**src/rtl/bmsrch_pkg.sv**
```systemverilog
`timescale 1ns / 1ps

package bmsrch_pkg;

  // Default geometry of the bitmap.
  localparam int DEF_WORDS     = 32;
  localparam int DEF_WORD_BITS = 32;

  // Fixed field widths of the request and response items.
  localparam int POS_W   = 12;
  localparam int WSEL_W  = 5;
  localparam int OPND_W  = 32;
  localparam int FIDX_W  = 10;
  localparam int WDATA_W = 32;

  typedef enum logic [3:0] {
    OP_TEST        = 4'd0,
    OP_SET         = 4'd1,
    OP_CLEAR       = 4'd2,
    OP_NEXT_SET    = 4'd3,
    OP_PREV_SET    = 4'd4,
    OP_NEXT_CLEAR  = 4'd5,
    OP_PREV_CLEAR  = 4'd6,
    OP_CLEAR_ALL   = 4'd7,
    OP_SET_ALL     = 4'd8,
    OP_AND_WORD    = 4'd9,
    OP_OR_WORD     = 4'd10,
    OP_XOR_WORD    = 4'd11,
    OP_ANDNOT_WORD = 4'd12,
    OP_INVERT_ALL  = 4'd13,
    OP_READ_WORD   = 4'd14
  } op_t;

  typedef enum logic [3:0] {
    ST_IDLE,
    ST_DECODE,
    ST_DIVQ,
    ST_DIVR,
    ST_BIT,
    ST_SCAN,
    ST_WORD,
    ST_INV,
    ST_FILL,
    ST_DONE
  } state_t;

  typedef struct packed {
    logic [3:0]              operation;
    logic signed [POS_W-1:0] position;
    logic [WSEL_W-1:0]       word_select;
    logic [OPND_W-1:0]       operand_word;
  } req_t;

  typedef struct packed {
    logic               found;
    logic [FIDX_W-1:0]  found_index;
    logic               bit_value;
    logic [WDATA_W-1:0] word_data;
  } rsp_t;

endpackage

```
**src/rtl/bitmap_set_with_neighbor_search.sv**
```systemverilog
`timescale 1ns / 1ps

// Bitmap of WORDS words of WORD_BITS bits with single-bit access, whole-map
// operations, word access and nearest set/clear bit search.
// Requests enter on the req channel (req_valid / req_ready) and every request
// returns exactly one response item on the rsp channel (rsp_valid / rsp_ready).
// The block works on one item at a time. Its speed is set by the single read
// port of the bitmap RAM, which delivers one word per cycle: a search reads
// word after word from the start point until a hit or the end of the map,
// and clear all, set all and invert all visit every word of the map in turn.
// The response goes into an output register, so the next request is taken
// while the previous response still waits for the receiver. Only when a
// second response is ready before the first is taken does the block stall.
// After reset (rst, synchronous) the block writes zero to every word of the
// RAM; req_ready stays low during that pass.
module bitmap_set_with_neighbor_search #(
  parameter int WORDS     = bmsrch_pkg::DEF_WORDS,
  parameter int WORD_BITS = bmsrch_pkg::DEF_WORD_BITS
) (
  input  logic               clk,
  input  logic               rst,
  input  logic               req_valid,
  output logic               req_ready,
  input  bmsrch_pkg::req_t   req,
  output logic               rsp_valid,
  input  logic               rsp_ready,
  output bmsrch_pkg::rsp_t   rsp
);

  localparam int CAP = WORDS * WORD_BITS;
  localparam int AW  = (WORDS > 1) ? $clog2(WORDS) : 1;
  localparam int BW  = $clog2(WORD_BITS);
  localparam int IW  = $clog2(CAP + 1);
  // Search start points are non-negative and below 2^(POS_W-1).
  localparam int SW  = bmsrch_pkg::POS_W - 1;
  // Word index by multiplication with a scaled reciprocal of WORD_BITS. The
  // estimate is at most one below the true quotient for any start point.
  localparam int SH    = 16;
  localparam int RECIP = (1 << SH) / WORD_BITS;
  localparam int RW    = $clog2(RECIP + 1);
  localparam int PW    = SW + RW;

  localparam logic [AW-1:0]        LAST_W  = AW'(WORDS - 1);
  localparam logic [BW-1:0]        TOP_BIT = BW'(WORD_BITS - 1);
  localparam logic [WORD_BITS-1:0] ALL1    = '1;

  function automatic logic [BW-1:0] lowest_one(input logic [WORD_BITS-1:0] v);
    logic [BW-1:0] r;
    r = '0;
    for (int i = WORD_BITS - 1; i >= 0; i--) begin
      if (v[i]) r = BW'(i);
    end
    return r;
  endfunction

  function automatic logic [BW-1:0] highest_one(input logic [WORD_BITS-1:0] v);
    logic [BW-1:0] r;
    r = '0;
    for (int i = 0; i < WORD_BITS; i++) begin
      if (v[i]) r = BW'(i);
    end
    return r;
  endfunction

  bmsrch_pkg::state_t state, state_next;
  bmsrch_pkg::req_t   item, item_next;
  bmsrch_pkg::rsp_t   res, res_next;
  bmsrch_pkg::rsp_t   rsp_next;
  logic               rsp_valid_next;
  logic [AW-1:0]      cur_w, cur_w_next;
  logic [IW-1:0]      base, base_next;
  logic [BW-1:0]      bidx, bidx_next;
  logic [SW-1:0]      start, start_next;
  logic [SW-1:0]      q_est, q_est_next;
  logic               first, first_next;
  logic               init_pass, init_pass_next;

  logic                 wr_en;
  logic [AW-1:0]        wr_addr;
  logic [WORD_BITS-1:0] wr_data;
  logic                 rd_en;
  logic [AW-1:0]        rd_addr;
  logic [WORD_BITS-1:0] rd_data;

  bmsrch_ram #(
    .WIDTH (WORD_BITS),
    .DEPTH (WORDS)
  ) u_ram (
    .clk     (clk),
    .wr_en   (wr_en),
    .wr_addr (wr_addr),
    .wr_data (wr_data),
    .rd_en   (rd_en),
    .rd_addr (rd_addr),
    .rd_data (rd_data)
  );

  assign req_ready = (state == bmsrch_pkg::ST_IDLE);

  always_ff @(posedge clk) begin
    if (rst) begin
      state     <= bmsrch_pkg::ST_FILL;
      cur_w     <= '0;
      init_pass <= 1'b1;
      rsp_valid <= 1'b0;
    end else begin
      state     <= state_next;
      cur_w     <= cur_w_next;
      init_pass <= init_pass_next;
      rsp_valid <= rsp_valid_next;
    end
  end

  always_ff @(posedge clk) begin
    item  <= item_next;
    res   <= res_next;
    rsp   <= rsp_next;
    base  <= base_next;
    bidx  <= bidx_next;
    start <= start_next;
    q_est <= q_est_next;
    first <= first_next;
  end

  always_comb begin
    int                   pos_i;
    int                   start_i;
    int                   rem_i;
    int                   q_i;
    logic [PW-1:0]        prod;
    logic                 want;
    logic                 up;
    logic [WORD_BITS-1:0] cand;
    logic [WORD_BITS-1:0] hit;
    logic [WORD_BITS-1:0] opnd;
    logic [WORD_BITS-1:0] w;
    logic [BW-1:0]        enc;

    state_next     = state;
    item_next      = item;
    res_next       = res;
    rsp_next       = rsp;
    rsp_valid_next = rsp_valid;
    cur_w_next     = cur_w;
    base_next      = base;
    bidx_next      = bidx;
    start_next     = start;
    q_est_next     = q_est;
    first_next     = first;
    init_pass_next = init_pass;
    wr_en          = 1'b0;
    wr_addr        = cur_w;
    wr_data        = '0;
    rd_en          = 1'b0;
    rd_addr        = cur_w;

    pos_i   = int'(item.position);
    start_i = 0;
    rem_i   = 0;
    q_i     = 0;
    prod    = '0;
    want    = (item.operation == bmsrch_pkg::OP_NEXT_SET) ||
              (item.operation == bmsrch_pkg::OP_PREV_SET);
    up      = (item.operation == bmsrch_pkg::OP_NEXT_SET) ||
              (item.operation == bmsrch_pkg::OP_NEXT_CLEAR);
    cand    = want ? rd_data : ~rd_data;
    hit     = '0;
    enc     = '0;
    opnd    = WORD_BITS'(item.operand_word);
    w       = rd_data;

    // The output register empties as soon as the receiver takes the item.
    if (rsp_ready) begin
      rsp_valid_next = 1'b0;
    end

    unique case (state)
      bmsrch_pkg::ST_IDLE: begin
        if (req_valid) begin
          item_next  = req;
          state_next = bmsrch_pkg::ST_DECODE;
        end
      end

      bmsrch_pkg::ST_DECODE: begin
        res_next   = '0;
        cur_w_next = '0;
        state_next = bmsrch_pkg::ST_DONE;
        unique case (item.operation) inside
          bmsrch_pkg::OP_TEST, bmsrch_pkg::OP_SET, bmsrch_pkg::OP_CLEAR: begin
            if (pos_i >= 0 && pos_i < CAP) begin
              start_next = SW'(pos_i);
              state_next = bmsrch_pkg::ST_DIVQ;
            end
          end
          bmsrch_pkg::OP_NEXT_SET, bmsrch_pkg::OP_NEXT_CLEAR: begin
            if (pos_i < CAP - 1) begin
              start_i    = (pos_i < 0) ? 0 : pos_i + 1;
              start_next = SW'(start_i);
              state_next = bmsrch_pkg::ST_DIVQ;
            end
          end
          bmsrch_pkg::OP_PREV_SET, bmsrch_pkg::OP_PREV_CLEAR: begin
            if (item.operation == bmsrch_pkg::OP_PREV_CLEAR && pos_i > CAP) begin
              // Bits beyond the map count as clear, so the bit just below
              // the start point is the answer.
              res_next.found       = 1'b1;
              res_next.found_index = bmsrch_pkg::FIDX_W'(pos_i - 1);
            end else if (pos_i > 0) begin
              start_i    = (pos_i > CAP) ? CAP - 1 : pos_i - 1;
              start_next = SW'(start_i);
              state_next = bmsrch_pkg::ST_DIVQ;
            end
          end
          bmsrch_pkg::OP_CLEAR_ALL, bmsrch_pkg::OP_SET_ALL: begin
            state_next = bmsrch_pkg::ST_FILL;
          end
          bmsrch_pkg::OP_INVERT_ALL: begin
            rd_en      = 1'b1;
            rd_addr    = '0;
            state_next = bmsrch_pkg::ST_INV;
          end
          bmsrch_pkg::OP_AND_WORD, bmsrch_pkg::OP_OR_WORD, bmsrch_pkg::OP_XOR_WORD,
          bmsrch_pkg::OP_ANDNOT_WORD, bmsrch_pkg::OP_READ_WORD: begin
            if (int'(item.word_select) < WORDS) begin
              cur_w_next = AW'(item.word_select);
              rd_en      = 1'b1;
              rd_addr    = AW'(item.word_select);
              state_next = bmsrch_pkg::ST_WORD;
            end
          end
          default: begin
            // Unused code: all-zero response.
          end
        endcase
      end

      bmsrch_pkg::ST_DIVQ: begin
        prod       = PW'(start) * PW'(RECIP);
        q_est_next = SW'(prod >> SH);
        state_next = bmsrch_pkg::ST_DIVR;
      end

      bmsrch_pkg::ST_DIVR: begin
        q_i   = int'(q_est);
        rem_i = int'(start) - q_i * WORD_BITS;
        if (rem_i >= WORD_BITS) begin
          q_i   = q_i + 1;
          rem_i = rem_i - WORD_BITS;
        end
        cur_w_next = AW'(q_i);
        bidx_next  = BW'(rem_i);
        base_next  = IW'(int'(start) - rem_i);
        first_next = 1'b1;
        rd_en      = 1'b1;
        rd_addr    = AW'(q_i);
        if (item.operation == bmsrch_pkg::OP_TEST || item.operation == bmsrch_pkg::OP_SET ||
            item.operation == bmsrch_pkg::OP_CLEAR) begin
          state_next = bmsrch_pkg::ST_BIT;
        end else begin
          state_next = bmsrch_pkg::ST_SCAN;
        end
      end

      bmsrch_pkg::ST_BIT: begin
        res_next.bit_value = (item.operation == bmsrch_pkg::OP_TEST) ? rd_data[bidx] : 1'b0;
        if (item.operation != bmsrch_pkg::OP_TEST) begin
          wr_en   = 1'b1;
          wr_data = rd_data;
          wr_data[bidx] = (item.operation == bmsrch_pkg::OP_SET);
        end
        state_next = bmsrch_pkg::ST_DONE;
      end

      bmsrch_pkg::ST_SCAN: begin
        // Only the first word is trimmed at the start point.
        if (!first) begin
          hit = cand;
        end else if (up) begin
          hit = cand & (ALL1 << bidx);
        end else begin
          hit = cand & (ALL1 >> (TOP_BIT - bidx));
        end
        enc = up ? lowest_one(hit) : highest_one(hit);
        if (|hit) begin
          res_next.found       = 1'b1;
          res_next.found_index = bmsrch_pkg::FIDX_W'(int'(base) + int'(enc));
          state_next           = bmsrch_pkg::ST_DONE;
        end else if (up ? (cur_w == LAST_W) : (cur_w == '0)) begin
          state_next = bmsrch_pkg::ST_DONE;
        end else begin
          first_next = 1'b0;
          rd_en      = 1'b1;
          if (up) begin
            cur_w_next = cur_w + 1'b1;
            rd_addr    = cur_w + 1'b1;
            base_next  = IW'(int'(base) + WORD_BITS);
          end else begin
            cur_w_next = cur_w - 1'b1;
            rd_addr    = cur_w - 1'b1;
            base_next  = IW'(int'(base) - WORD_BITS);
          end
        end
      end

      bmsrch_pkg::ST_WORD: begin
        case (item.operation)
          bmsrch_pkg::OP_AND_WORD:    w = rd_data & opnd;
          bmsrch_pkg::OP_OR_WORD:     w = rd_data | opnd;
          bmsrch_pkg::OP_XOR_WORD:    w = rd_data ^ opnd;
          bmsrch_pkg::OP_ANDNOT_WORD: w = rd_data & ~opnd;
          default:                    w = rd_data;
        endcase
        wr_en              = 1'b1;
        wr_data            = w;
        res_next.word_data = bmsrch_pkg::WDATA_W'(w);
        state_next         = bmsrch_pkg::ST_DONE;
      end

      bmsrch_pkg::ST_INV: begin
        // Write back word cur_w while the next word is being read.
        wr_en   = 1'b1;
        wr_data = ~rd_data;
        if (cur_w == LAST_W) begin
          state_next = bmsrch_pkg::ST_DONE;
        end else begin
          cur_w_next = cur_w + 1'b1;
          rd_en      = 1'b1;
          rd_addr    = cur_w + 1'b1;
        end
      end

      bmsrch_pkg::ST_FILL: begin
        wr_en   = 1'b1;
        wr_data = (!init_pass && item.operation == bmsrch_pkg::OP_SET_ALL) ? ALL1 : '0;
        if (cur_w == LAST_W) begin
          init_pass_next = 1'b0;
          state_next     = init_pass ? bmsrch_pkg::ST_IDLE : bmsrch_pkg::ST_DONE;
        end else begin
          cur_w_next = cur_w + 1'b1;
        end
      end

      bmsrch_pkg::ST_DONE: begin
        if (!rsp_valid || rsp_ready) begin
          rsp_next       = res;
          rsp_valid_next = 1'b1;
          state_next     = bmsrch_pkg::ST_IDLE;
        end
      end

      default: begin
        state_next = bmsrch_pkg::ST_IDLE;
      end
    endcase
  end

endmodule

```
**src/rtl/bmsrch_ram.sv**
```systemverilog
`timescale 1ns / 1ps

module bmsrch_ram #(
  parameter int WIDTH = bmsrch_pkg::DEF_WORD_BITS,
  parameter int DEPTH = bmsrch_pkg::DEF_WORDS
) (
  input  logic                                 clk,
  input  logic                                 wr_en,
  input  logic [(DEPTH > 1 ? $clog2(DEPTH) : 1)-1:0] wr_addr,
  input  logic [WIDTH-1:0]                     wr_data,
  input  logic                                 rd_en,
  input  logic [(DEPTH > 1 ? $clog2(DEPTH) : 1)-1:0] rd_addr,
  output logic [WIDTH-1:0]                     rd_data
);

  logic [WIDTH-1:0] mem [DEPTH];

  always_ff @(posedge clk) begin
    if (wr_en) begin
      mem[wr_addr] <= wr_data;
    end
    if (rd_en) begin
      rd_data <= mem[rd_addr];
    end
  end

endmodule
```
**config.mk**
```make
export PLATFORM = sky130hd
export DESIGN_NAME = bitmap_set_with_neighbor_search
export DESIGN_NICKNAME = d
export VERILOG_FILES = /design/src/rtl/bmsrch_pkg.sv /design/src/rtl/bitmap_set_with_neighbor_search.sv /design/src/rtl/bmsrch_ram.sv
export SDC_FILE = /design/constraint.sdc
export NUM_CORES = 2
export LEC_CHECK = 0
export BUFFER_PORTS_ARGS = -buffer_cell sky130_fd_sc_hd__clkbuf_2
export CAP_MARGIN = 10
export CORE_MARGIN = 1.5
export CORE_UTILIZATION = 30
export CTS_BUF_LIST = sky130_fd_sc_hd__clkbuf_4
export CTS_CLUSTER_DIAMETER = 80
export DETAILED_ROUTE_END_ITERATION = 10
export PLACE_DENSITY = 0.45
export SLEW_MARGIN = 10
export SYNTH_ARGS = -nofsm -noshare
export SYNTH_HDL_FRONTEND = slang
export SYNTH_HIERARCHICAL = 1
export SYNTH_SLANG_ARGS = --single-unit
```
**constraint.sdc**
```tcl
create_clock -name clk -period 12.9 [get_ports clk]
set_input_delay 0 -clock clk [delete_from_list [all_inputs] [get_ports clk]]
set_output_delay 0 -clock clk [all_outputs]
set_load 0.02 [all_outputs]
```
==> flow_summary_export.csv <==
group,metric,value,unit
timing,fin_ws,5650,ps
synthesis,async_flop_share,0,
synthesis,synth-edff-count,1225,
finish,fin_util,0.352,
synthesis,yosysTopAreaCell,"edfxtp_1",
drt,drc,0,
clock_tree,clock-sinks,1236,
drt,dr.pass1.iters,8,
timing,worst_slew_margin_rel,0.177,
setup_path,r2r_cells,17,
grt,overflow,0,
die,die_h,428,um
grt,antenna_found_initial,4,
timing,clock-skew-final,92.3,ps
finish,mostFrequentLayoutCell,"edfxtp_1",
timing,fmax,0.138,GHz
setup_path,critPathLaunchType,"register",
synthesis,synth-seq-area-share,0.684,
setup_path,timing.critical_path.required,13890,ps
synthesis,syn_inst,3698,
die,row_count,155,
timing,holdWs,216,ps
clock_tree,clkLatencyLatePin,1290,ps
synthesis,synth_cell_type_count,100,
finish,final_cell_mix,"edfxtp_1, mux2i_1, clkbuf_4",
clock_tree,cts_buffers,343,
drt,wirelength,170000,um
clock_tree,clk_pin_slew,70,ps
clock_tree,cts_hold_buffers,167,
synthesis,synth_top_area_frac,0.680,
timing,finalHoldViolations,0,
drt,viasPerCell,5.14,
timing,post-route-period-util,0.562,
synthesis,avgSynthCellArea,14.6,um2
timing,rsz0062_at_grt,"false",
power_and_ir_drop,peakVddDrop,0.161,mV
place,dpl.hpwl,89900,um
power_and_ir_drop,p_leak,20.5,nW
synthesis,synth_seq_cells,1236,
die,start_util,0.302,
timing,setup_viol,0,
timing,final.setup.tns,0,ps
power_and_ir_drop,p_per_area,176,nW/um2
die,core,179000,um2
setup_path,critical_path_class,"register to register",
setup_path,worst_ep_arrival_time,8230,ps
finish,fillers,17400,
synthesis,synth_ff_type,"edfxtp_1",
die,die_area,183000,um2
finish,final_nets,4274,
place,gp_congestion,0.865,
clock_tree,h-tree-depth,5,
finish,drive_gt1_frac,0.181,
drt,vias,34600,
clock_tree,cts_root_buf,"clkbuf_4",
timing,tightest_slew,1230,ps
drt,ant_nets,0,
setup_path,critical_path.max_fanout,118,
synthesis,synth_area,54100,um2
finish,final_cell_count_no_fill,6728,
place,post-place-ws,5710,ps
drt,drt_iter0_markers,2756,
synthesis,ys_warn_count,6,
clock_tree,post_cts_resized,0,
clock_tree,cts_tree,"built",
place,dp_cells,6002,
clock_tree,clockBufferDepth,4,
flow_run,cap_violations,0,
grt,track_usage,0.183,
place,portBuffers,102,
finish,area_growth,16.5,%
hold_path,min_path_cells,5,
timing,post-route-min-period,7250,ps
die,io-pin-count,103,
outcome,outcome,"completed",
grt,grt_max_degree,119,
die,die_w,428,um
hold_path,hold_class,"input port to register",
drt,wire_per_inst,25.3,um
clock_tree,post_cts_buffers,0,
synthesis,synth_area_leaders,"edfxtp_1, mux2i_1, nand2_1",
setup_path,endpoint_kind,"register",
synthesis,synthesis.nets,3812,
timing,drv_slew,0,
grt,grt_pass1_wl,242000,um
grt,grt_pass1_vias,34200,
[area by class of cell]
type,count,area (um2),share of cell area
flip-flops and latches,1236,37000,0.587
multi-input cells,2131,15800,0.251
well taps,2355,2950,0.0468
clock inverters,63,273,0.00433
diodes,1,2.50,0.0000397
inverters,99,372,0.00590
clock buffers,494,3710,0.0589
repair buffers,349,2870,0.0456
[layer usage]
metal / global-route usage / routed length (um) / vias up
met5: 0 / 10 / -
met4: 0.0567 / 3770 / 2
met3: 0.0342 / 9070 / 267
met2: 0.299 / 80800 / 1165
met1: 0.246 / 76500 / 17600
li1: - / - / 15600
[through the flow]
step           cell area [um2]  power, mW
6_report                 63000       11.1
5_1_grt                  63000       11.6
2_1_floorplan            54100       6.89
4_1_cts                  63000       11.2
3_3_place_gp             57300       7.80
3_5_place_dp             57300       7.80
[critical path, stage by stage (launching register included)]
cell	delay (ps)
edfxtp_1	900
xnor2_4	100
nor2_2	730
inv_2	470
or3_1	510
a31o_2	270
nand4bb_4	280
nor3_2	430
and3_1	200
o21ai_0	100
o211ai_1	340
buf_12	660
buf_4	910
mux2i_1	280
a22o_1	160
nor3_1	60
a31oi_1	200
nand3_1	80
[Yosys cell counts, drive strengths merged, types with 8 or more instances]
master / number
nor2b: 15
or2: 8
a22o: 70
and2: 8
mux4: 8
o21a: 45
a211o: 36
o21ai: 154
nor3: 78
clkbuf: 109
o22ai: 9
edfxtp: 1225
dfxtp: 11
nand2: 254
o31ai: 24
xnor2: 45
a21o: 12
ha: 55
a311oi: 9
a221oi: 38
buf: 123
o211ai: 12
nand2b: 17
o221ai: 9
a22oi: 101
nor2: 99
a211oi: 15
or3: 12
a31oi: 47
nand3: 142
nand3b: 9
a21oi: 165
mux2i: 528
inv: 97
[where the power goes]
group,switching [mW],internal [mW]
logic,1.81,0.983
registers,0.131,4.81
clock network,1.60,1.76
total,3.54,7.54
[state kept, by name, indices dropped and copies added, names as in the netlist, 5 cells and up]
name	count
u_ram/mem	1024
item	53
res	44
rsp	44
u_ram/rd_data	32
start	11
q_est	6
base	5
bidx	5
cur_w	5
[final timing paths]
| kind | start | endpoint | slack (ps) |
|---|---|---|---|
| worst max-delay path | item[50] | u_ram/rd_data[26] | 5650 |
| worst min-delay path | rsp_ready | rsp_valid | 220 |
| worst max register to register | item[50] | u_ram/rd_data[26] | 5650 |
| worst min register to register | res[30] | rsp[30] | 410 |
[cell families after synthesis]
group,synth area share
xor gates and xnor gates,0.00923
muxes,0.102
AOI/OAI and AO/OA,0.101
and+or+nand+nor,0.0605
adders and majority gates,0.0135
DFF,0.684
buffers and inverters,0.0298
No activity file was read; power rests on OpenSTA's default activity.
